File: src/design/ppc32_xer_ov_ca_flags_top_macros.svh
// ----------------------------------------------------------------------------
// ppc32_xer_ov_ca_flags_top_macros
// assertion macros for the xer flag pipeline
// ----------------------------------------------------------------------------
`ifndef PPC32_XER_OV_CA_FLAGS_TOP_MACROS_SVH
`define PPC32_XER_OV_CA_FLAGS_TOP_MACROS_SVH

// clocked assertion, switched off while reset is held
`define XERF_ASSERT(label, clk, rst_n, prop, msg) \
  label: assert property (@(posedge clk) disable iff (!rst_n) prop) else $error(msg);

// clocked assertion that also holds during reset
`define XERF_ASSERT_ALWAYS(label, clk, prop, msg) \
  label: assert property (@(posedge clk) prop) else $error(msg);

`endif

File: src/design/xerf_pkg.sv
// ----------------------------------------------------------------------------
// xerf_pkg
// shared types and operation codes for the xer overflow / carry flag block
// ----------------------------------------------------------------------------
`timescale 1ns / 1ps

package xerf_pkg;

  localparam int unsigned CmdW  = 4;
  localparam int unsigned WordW = 32;
  // operand half and partial product widths for the split multiply
  localparam int unsigned HalfW = WordW / 2;
  localparam int unsigned PartW = WordW + HalfW;

  // operation codes
  localparam logic [CmdW-1:0] CMD_ADD   = 4'd0;
  localparam logic [CmdW-1:0] CMD_ADDE  = 4'd1;
  localparam logic [CmdW-1:0] CMD_DIVW  = 4'd2;
  localparam logic [CmdW-1:0] CMD_DIVWU = 4'd3;
  localparam logic [CmdW-1:0] CMD_MULLW = 4'd4;
  localparam logic [CmdW-1:0] CMD_NEG   = 4'd5;
  localparam logic [CmdW-1:0] CMD_SUBF  = 4'd6;
  localparam logic [CmdW-1:0] CMD_SUBFC = 4'd7;
  localparam logic [CmdW-1:0] CMD_SUBFE = 4'd8;
  localparam logic [CmdW-1:0] CMD_SUBFI = 4'd9;
  localparam logic [CmdW-1:0] CMD_SRAW  = 4'd10;
  localparam logic [CmdW-1:0] CMD_SRAWI = 4'd11;

  localparam logic [WordW-1:0] SIGN_WORD = 32'h8000_0000;
  localparam logic [WordW-1:0] ALL_ONES  = 32'hFFFF_FFFF;

  // input transaction
  typedef struct packed {
    logic [CmdW-1:0]  command;
    logic [WordW-1:0] result_value;
    logic [WordW-1:0] left_operand;
    logic [WordW-1:0] right_operand;
    logic             carry_in;
  } in_t;

  // result transaction
  typedef struct packed {
    logic overflow;
    logic overflow_valid;
    logic carry_out;
    logic carry_valid;
  } out_t;

endpackage

File: src/design/ppc32_xer_ov_ca_flags_top.sv
// ----------------------------------------------------------------------------
// ppc32_xer_ov_ca_flags_top
// three-stage pipeline computing the xer overflow and carry bits
// ----------------------------------------------------------------------------
// usage
//   in_valid / in_stall / in_data carry one instruction per transaction:
//   command, result, both operands and the previous carry bit.
//   out_valid / out_stall / out_data return one flag transaction for each
//   input transaction, in order: ov, ov valid, ca, ca valid.
//   out_valid comes from the stage c register, so each accepted input passes
//   through stages a, b and c before its result is offered at the output.
//   throughput is one transaction per cycle while out_stall is low; the first
//   stage forms two 32x16 partial products beside the compares, the second
//   sums them and the third checks the product range and selects the flags.
//   each stage holds its own valid bit, so a bubble is filled while the
//   output waits; when out_stall is held the stages fill up behind the
//   output register and in_stall rises only once all three are occupied.
//   reset empties the pipeline; no transaction is in flight afterwards.
//   commands without meaning return all four fields as zero.
// ----------------------------------------------------------------------------
`timescale 1ns / 1ps
`include "ppc32_xer_ov_ca_flags_top_macros.svh"

module ppc32_xer_ov_ca_flags_top (
  input  logic          clk,
  input  logic          rst_n,
  input  logic          in_valid,
  output logic          in_stall,
  input  xerf_pkg::in_t in_data,
  output logic          out_valid,
  input  logic          out_stall,
  output xerf_pkg::out_t out_data
);
  import xerf_pkg::*;

  // compares and carry terms worked out from the operands
  typedef struct packed {
    logic res_lt_a;
    logic res_eq_a;
    logic res_lt_b;
    logic res_eq_b;
    logic a_is_min;
    logic b_all_ones;
    logic b_zero;
    logic shift_ca;
    logic add_ov;
    logic sub_ov;
  } cmp_t;

  // stage a contents: compares and the two partial products
  typedef struct packed {
    logic [CmdW-1:0]  command;
    logic             carry_in;
    cmp_t             cmp;
    logic [PartW-1:0] pp_lo;
    logic [PartW-1:0] pp_hi;
  } stage_a_t;

  // stage b contents: compares and the full product
  typedef struct packed {
    logic [CmdW-1:0]    command;
    logic               carry_in;
    cmp_t               cmp;
    logic [2*WordW-1:0] product;
  } stage_b_t;

  logic     va_r, vb_r, vc_r;
  stage_a_t sa_r, sa_nxt;
  stage_b_t sb_r, sb_nxt;
  out_t     sc_r, sc_nxt;
  logic     ready_a, ready_b, ready_c;
  logic [WordW-1:0] shift_mask;

  // per-stage advance conditions
  assign ready_c = !vc_r || !out_stall;
  assign ready_b = !vb_r || ready_c;
  assign ready_a = !va_r || ready_b;
  assign in_stall = !ready_a;

  // valid bits
  always_ff @(posedge clk) begin
    if (!rst_n) begin
      va_r <= 1'b0;
      vb_r <= 1'b0;
      vc_r <= 1'b0;
    end else begin
      if (ready_a) va_r <= in_valid;
      if (ready_b) vb_r <= va_r;
      if (ready_c) vc_r <= vb_r;
    end
  end

  // stage a logic: compares, shift carry and partial products
  always_comb begin
    shift_mask            = ~(ALL_ONES << in_data.right_operand[4:0]);
    sa_nxt.command        = in_data.command;
    sa_nxt.carry_in       = in_data.carry_in;
    sa_nxt.cmp.res_lt_a   = in_data.result_value < in_data.left_operand;
    sa_nxt.cmp.res_eq_a   = in_data.result_value == in_data.left_operand;
    sa_nxt.cmp.res_lt_b   = in_data.result_value < in_data.right_operand;
    sa_nxt.cmp.res_eq_b   = in_data.result_value == in_data.right_operand;
    sa_nxt.cmp.a_is_min   = in_data.left_operand == SIGN_WORD;
    sa_nxt.cmp.b_all_ones = in_data.right_operand == ALL_ONES;
    sa_nxt.cmp.b_zero     = in_data.right_operand == '0;
    // bits shifted out of a negative value set the carry
    sa_nxt.cmp.shift_ca   = in_data.left_operand[WordW-1] &
                            (in_data.right_operand[5] |
                             (|(in_data.left_operand & shift_mask)));
    sa_nxt.cmp.add_ov     = ~(in_data.left_operand[WordW-1] ^
                              in_data.right_operand[WordW-1]) &
                            (in_data.left_operand[WordW-1] ^
                             in_data.result_value[WordW-1]);
    sa_nxt.cmp.sub_ov     = (in_data.left_operand[WordW-1] ^
                             in_data.right_operand[WordW-1]) &
                            ~(in_data.left_operand[WordW-1] ^
                              in_data.result_value[WordW-1]);
    // signed operand times the unsigned low half and the signed high half
    sa_nxt.pp_lo          = PartW'($signed(in_data.left_operand)) *
                            PartW'($signed({1'b0, in_data.right_operand[HalfW-1:0]}));
    sa_nxt.pp_hi          = PartW'($signed(in_data.left_operand)) *
                            PartW'($signed(in_data.right_operand[WordW-1:HalfW]));
  end

  always_ff @(posedge clk) begin
    if (ready_a && in_valid) sa_r <= sa_nxt;
  end

  // stage b logic: sum of the partial products
  always_comb begin
    sb_nxt.command  = sa_r.command;
    sb_nxt.carry_in = sa_r.carry_in;
    sb_nxt.cmp      = sa_r.cmp;
    sb_nxt.product  = {sa_r.pp_hi, {HalfW{1'b0}}} +
                      {{HalfW{sa_r.pp_lo[PartW-1]}}, sa_r.pp_lo};
  end

  always_ff @(posedge clk) begin
    if (ready_b && va_r) sb_r <= sb_nxt;
  end

  // stage c logic: product range check and per-command selection
  always_comb begin
    sc_nxt = '0;
    case (sb_r.command) inside
      CMD_ADD: begin
        sc_nxt.overflow       = sb_r.cmp.add_ov;
        sc_nxt.overflow_valid = 1'b1;
        sc_nxt.carry_out      = sb_r.cmp.res_lt_a;
        sc_nxt.carry_valid    = 1'b1;
      end
      CMD_ADDE: begin
        sc_nxt.overflow       = sb_r.cmp.add_ov;
        sc_nxt.overflow_valid = 1'b1;
        sc_nxt.carry_out      = sb_r.cmp.res_lt_a | (sb_r.carry_in & sb_r.cmp.res_eq_a);
        sc_nxt.carry_valid    = 1'b1;
      end
      CMD_DIVW: begin
        sc_nxt.overflow       = (sb_r.cmp.a_is_min & sb_r.cmp.b_all_ones) |
                                sb_r.cmp.b_zero;
        sc_nxt.overflow_valid = 1'b1;
      end
      CMD_DIVWU: begin
        sc_nxt.overflow       = sb_r.cmp.b_zero;
        sc_nxt.overflow_valid = 1'b1;
      end
      CMD_MULLW: begin
        sc_nxt.overflow       = sb_r.product[2*WordW-1:WordW] !=
                                {WordW{sb_r.product[WordW-1]}};
        sc_nxt.overflow_valid = 1'b1;
      end
      CMD_NEG: begin
        sc_nxt.overflow       = sb_r.cmp.a_is_min;
        sc_nxt.overflow_valid = 1'b1;
      end
      CMD_SUBF: begin
        sc_nxt.overflow       = sb_r.cmp.sub_ov;
        sc_nxt.overflow_valid = 1'b1;
      end
      CMD_SUBFC: begin
        sc_nxt.overflow       = sb_r.cmp.sub_ov;
        sc_nxt.overflow_valid = 1'b1;
        sc_nxt.carry_out      = sb_r.cmp.res_lt_b | sb_r.cmp.res_eq_b;
        sc_nxt.carry_valid    = 1'b1;
      end
      CMD_SUBFE: begin
        sc_nxt.overflow       = sb_r.cmp.sub_ov;
        sc_nxt.overflow_valid = 1'b1;
        sc_nxt.carry_out      = sb_r.cmp.res_lt_b | (sb_r.carry_in & sb_r.cmp.res_eq_b);
        sc_nxt.carry_valid    = 1'b1;
      end
      CMD_SUBFI: begin
        sc_nxt.carry_out      = sb_r.cmp.res_lt_b | sb_r.cmp.res_eq_b;
        sc_nxt.carry_valid    = 1'b1;
      end
      CMD_SRAW, CMD_SRAWI: begin
        sc_nxt.carry_out      = sb_r.cmp.shift_ca;
        sc_nxt.carry_valid    = 1'b1;
      end
      default: sc_nxt = '0;
    endcase
  end

  always_ff @(posedge clk) begin
    if (ready_c && vb_r) sc_r <= sc_nxt;
  end

  assign out_valid = vc_r;
  assign out_data  = sc_r;

  // checks
  `XERF_ASSERT(a_accept_lands, clk, rst_n, in_valid && !in_stall |=> va_r,
               "accepted transaction did not reach stage a")
  `XERF_ASSERT(a_blocked_holds, clk, rst_n,
               va_r && !ready_b |=> va_r && $stable(sa_r),
               "stage a changed while blocked")
  `XERF_ASSERT(b_blocked_holds, clk, rst_n,
               vb_r && !ready_c |=> vb_r && $stable(sb_r),
               "stage b changed while blocked")
  `XERF_ASSERT_ALWAYS(reset_empties, clk, !rst_n |=> !va_r && !vb_r && !vc_r,
                      "pipeline not empty after reset")

endmodule
File: config.mk
export PLATFORM = sky130hd
export DESIGN_NAME = ppc32_xer_ov_ca_flags_top
export DESIGN_NICKNAME = d
export VERILOG_FILES = /design/src/design/xerf_pkg.sv /design/src/design/ppc32_xer_ov_ca_flags_top.sv
export VERILOG_INCLUDE_DIRS = /design/src /design/src/design
export SDC_FILE = /design/constraint.sdc
export NUM_CORES = 2
export LEC_CHECK = 0
export ABC_CLOCK_PERIOD_IN_PS = 9000
export BUFFER_PORTS_ARGS = -buffer_cell sky130_fd_sc_hd__buf_2
export CAP_MARGIN = 10
export CORE_MARGIN = 10
export CORE_UTILIZATION = 30
export DETAILED_ROUTE_END_ITERATION = 10
export PLACE_DENSITY = 0.52
export SKIP_LAST_GASP = 1
export SYNTH_ARGS = -nofsm -noshare
export SYNTH_HDL_FRONTEND = slang
export SYNTH_SLANG_ARGS = --single-unit
File: constraint.sdc
create_clock -name clk -period 9 [get_ports clk]
set_input_delay 2.7 -clock clk [delete_from_list [all_inputs] [get_ports clk]]
set_output_delay 2.7 -clock clk [all_outputs]
set_load 0.02 [all_outputs]
Word-level counts from Yosys, hierarchy flattened
Index checks and enable logic that the tools add are counted.

Flip-flop bits (word level): 197. Bits of input ports: 105. Output and inout port bits: 6. Logic and storage cells: 110.

$add $sub $neg: 1. Multiply operators: 2. Order comparisons: 2. Eq/ne operators: 16. Shift-type cells: 1. Mux-type cells: 20. Bitwise logic cells: 17. Reduce and logical (&&, ||, !) cells: 17.

Operators with widths (number): $add 64x64->64 (1); $eq 32x32->1 (2); $eq 32x32->1 const B (2); $lt 32x32->1 (2); $mul 32x16->48 (1); $mul 32x17->48 (1); $mux 2 (20); $and 32x32->32 (1); $logic_not 32->1 (1); $ne 32x32->1 (1); $not 32->32 (1); $reduce_or 32->1 (1); $shl 32x5->32 const A (1); $eq 4x3->1 const B (4); $eq 4x4->1 const B (4); $eq 4x2->1 const B (2); $reduce_or 8->1 (1); $and 1x1->1 (6); $logic_not 1->1 (5); $or 1x1->1 (5); $eq 4x1->1 const B (1); $logic_not 4->1 (1); $reduce_or 2->1 (2); $logic_and 1x1->1 (3); 3 further kinds (7).

Longest topological paths before layout
Depth after elaboration: 13. Gate-level depth with buffers: 27. Mapped depth without buffers: 25.

Worst setup path after synthesis
Ideal clock, no wire load.

Path kind: input to register. Start: in in_data[4] (netlist name). End: reg sa_r[90] (netlist name) (data pin). Setup time: 0.266 ns. Arrival: 8.826 ns. Data required time: 8.734 ns. Path slack: -0.092 ns. Stages on the path: 24. Cells stage by stage: clkbuf_1 > clkbuf_1 > buf_1 > nand2_1 > fa_1 > fa_1 > fa_1 > inv_1 > fa_1 > fa_1 > inv_1 > fa_1 > inv_1 > ha_1 > a21o_1 > a21o_1 > a211oi_1 > o21ai_0 > nand2_1 > o41ai_2 > a221oi_4 > o21ai_1 > o41ai_1 > xnor2_1.

RTL lines: start, declared (line ppc32_xer_ov_ca_flags_top.sv:29) `input xerf_pkg::in_t in_data,`; end signal, assigned (line ppc32_xer_ov_ca_flags_top.sv:125) `if (ready_a && in_valid) sa_r <= sa_nxt;`; end, declared (line ppc32_xer_ov_ca_flags_top.sv:68) `stage_a_t sa_r, sa_nxt;`.

==> results by group <==
Placed design
  – Placer Congestion: approximately 0.96
  – Post-DP HPWL: 134000 um
  – PortBufs: 110

Global routing
  – Global-route wire length before repair: 229000 um
  – GRT Overall Usage: 0.193
  – Largest net degree at the start of global routing: 64
  – Total gr overflow: 0
  – Initial antenna violation count: 27
  – Number of global-route vias before repair: 36695

Clocking
  – Clock sink count: 150
  – TritonCTS clock tree: built
  – Num CTS Buffers: 17
  – Hold_buf cts: 0
  – Worst skew pair latency: 0.46 ns
  – Reg clk slew, reported paths: 0.07 ns
  – H-tree Lvls: 4
  – CTS root buffer: clkbuf_16
  – Clock Path Buffers: 2

Logic synthesis
  – Syn avg cell area: 9.05 sq um
  – Register area share after synthesis: 0.105
  – #FFs+latches synth: 150
  – Synth cell types: 69
  – Syn_nets: 6110
  – Cells after Synth: between 4000 and 5000
  – Synth Flop Type: edfxtp_1
  – Mapped Area: 42500 sq um
  – YS warnings: 0
  – Post-synth EDFFs: 147
  – FFs w/ async S/R, synth: 0

Finish
  – Layout cells sized above 1: 0.154
  – Most common cell after layout, fill and taps aside: inv_1
  – Post-layout util: 0.358
  – Area growth syn-to-layout: 18.9%
  – Layout Nets: 6657
  – Filler Cells Inserted: 14721
  – Commonest non-fill, non-tap cells in the layout: 1122 x inv_1, 967 x fa_1, 660 x nand2_1

STA
  – Slew @ Worst Pin: 1.05 ns
  – Max-slew violations: 0
  – Rel. slew slack: 0.292
  – Clk_skew: 0.0110 ns
  – RSZ-0062 raised after global routing: true
  – Final worst path period need: 8.83 ns
  – Finish-stage setup viols: 0
  – Final Hold Viols: 0
  – Max Clk Rate: 0.113 GHz
  – Final period util: 0.981

Job
  – Max_cap viols: 0

Route
  – Antenna-violating nets left: 0
  – WL final: 151000 um
  – Wire length per cell: 21.1 um
  – Drt first pass iters: 5
  – Drt initial violations: 2553
  – Total number of vias: 34103
  – Vias per inst: 4.77
  – Drc violations: 0

Floorplanning
  – Die Width: around 400 um
  – Die span in y: 397 um
  – I/O pin count: approximately 110
  – Die ar.: around 160000 sq um
  – Starting Density: 0.301
  – Rows: 138
  – Core area: between 100000 and 150000 sq um

Min path
  – Hold Path Class: flip-flop to flip-flop
  – Hold depth: 0

Worst setup path
  – Setup CP Type: input pin to flip-flop
  – Crit path required time: 9.20 ns
  – Depth of the worst register-to-register path: 11
  – Setup crit start kind: input pin
  – Crit. End Element: flip-flop
  – Max FO, Critical Path: 8
  – Crit path DAT: 9.04 ns

Status
  – Status: finished clean
## kinds of logic after synthesis
family / Yosys count / synth area share
and+or+nand+nor: 1370 / 0.134
buffers and inverters: 1354 / 0.120
adders and majority gates: 1307 / 0.555
AOI/OAI and AO/OA: 400 / 0.0614
DFF: 150 / 0.105
xor gates and xnor gates: 119 / 0.0245
## metal layers
layer	share of wire	GRT usage	vias to the layer above	routed length, um
met5	0.0012	0	-	182
met4	0.034	0.0589	26	5080
met3	0.092	0.0406	239	13900
met2	0.43	0.299	1297	65600
met1	0.44	0.271	17352	66500
li1	-	-	15189	-
## worst max-delay path: stages
cell,delay (ns)
buf_2,0.24
inv_1,0.14
buf_4,0.20
buf_4,0.16
nor2_1,0.13
fa_1,0.43
inv_1,0.08
fa_1,0.44
fa_1,0.51
inv_1,0.05
fa_1,0.49
fa_1,0.49
inv_1,0.05
fa_1,0.47
inv_1,0.04
ha_1,0.31
nand2_1,0.09
or3_4,0.43
a211oi_4,0.36
o211ai_1,0.17
nand4_1,0.23
nand2_1,0.12
o311a_1,0.42
o21ai_1,0.18
xnor2_1,0.09
## cell usage after synthesis (all sizes together), types with 5 or more instances
cell	count	area, sq um
clkinv	8	30.0
clkbuf	157	589
a211oi	12	90.1
xor2	42	368
o21a	19	143
o211ai	9	67.6
a21boi	6	45.0
a31oi	20	125
nand2	660	2480
buf	54	210
nand4	41	257
xnor2	77	674
nand3	27	135
ha	337	4220
and2	30	188
o41ai	6	60.1
nor3	29	145
nor4	25	156
nand2b	17	106
inv	1135	4260
nor2b	32	200
edfxtp	147	4410
nor2	472	1770
a21o	76	572
o21ai	76	380
or3	5	31.3
o21bai	13	97.6
and4	5	43.8
fa	968	19400
and3	17	106
a21oi	113	573
## cell type report
type | count | area (sq um) | area share
multi-input combinational | 3196 | 33100 | 0.654
timing repair buffer | 739 | 5730 | 0.113
sequential | 150 | 4470 | 0.0885
inverter | 1143 | 4320 | 0.0854
tap | 1890 | 2360 | 0.0468
clock buffer | 17 | 425 | 0.00841
clock inverter | 15 | 176 | 0.00349
antenna | 5 | 12.5 | 0.000247
## what timing repair did
action	CTS	global route
buffers inserted	1	5
pin swaps	1	4
endpoints found under the setup margin	8	25
resized for setup	1	45
## flip-flops by register name (all words and copies together), names as in the netlist
name	count
vb_r	1
out_data	4
sb_r	48
va_r	1
sa_r	95
out_valid	1
## worst paths after layout
check	slack, ns	endpoint	from
setup / recovery	0.17	sa_r[47]	in_data[52]
hold / removal	0.42	sb_r[73]	sa_r[105]
setup reg to reg	4.98	sb_r[58]	sa_r[66]
hold reg to reg	0.42	sb_r[73]	sa_r[105]
## stage by stage
stage / setup WS [ns] / cell area, sq um / std cells / setup TNS (ns) / hold slack, ns
global placement: -0.737 / 49700 / 7112 / -10.74 / 0.405
detailed placement: -0.743 / 49700 / 7112 / -12.03 / 0.405
CTS: 0.0136 / 50400 / 7145 / 0 / 0.421
floorplan: 0.00231 / 42500 / 4700 / 0 / 0.400
finish: 0.168 / 50600 / 7155 / 0 / 0.420
global route: -0.0215 / 50500 / 7151 / -0.0219 / 0.435
Power is left out: the tool's default activity adds up to more than one toggle a clock period on the data nets, which glitch-free logic cannot reach.
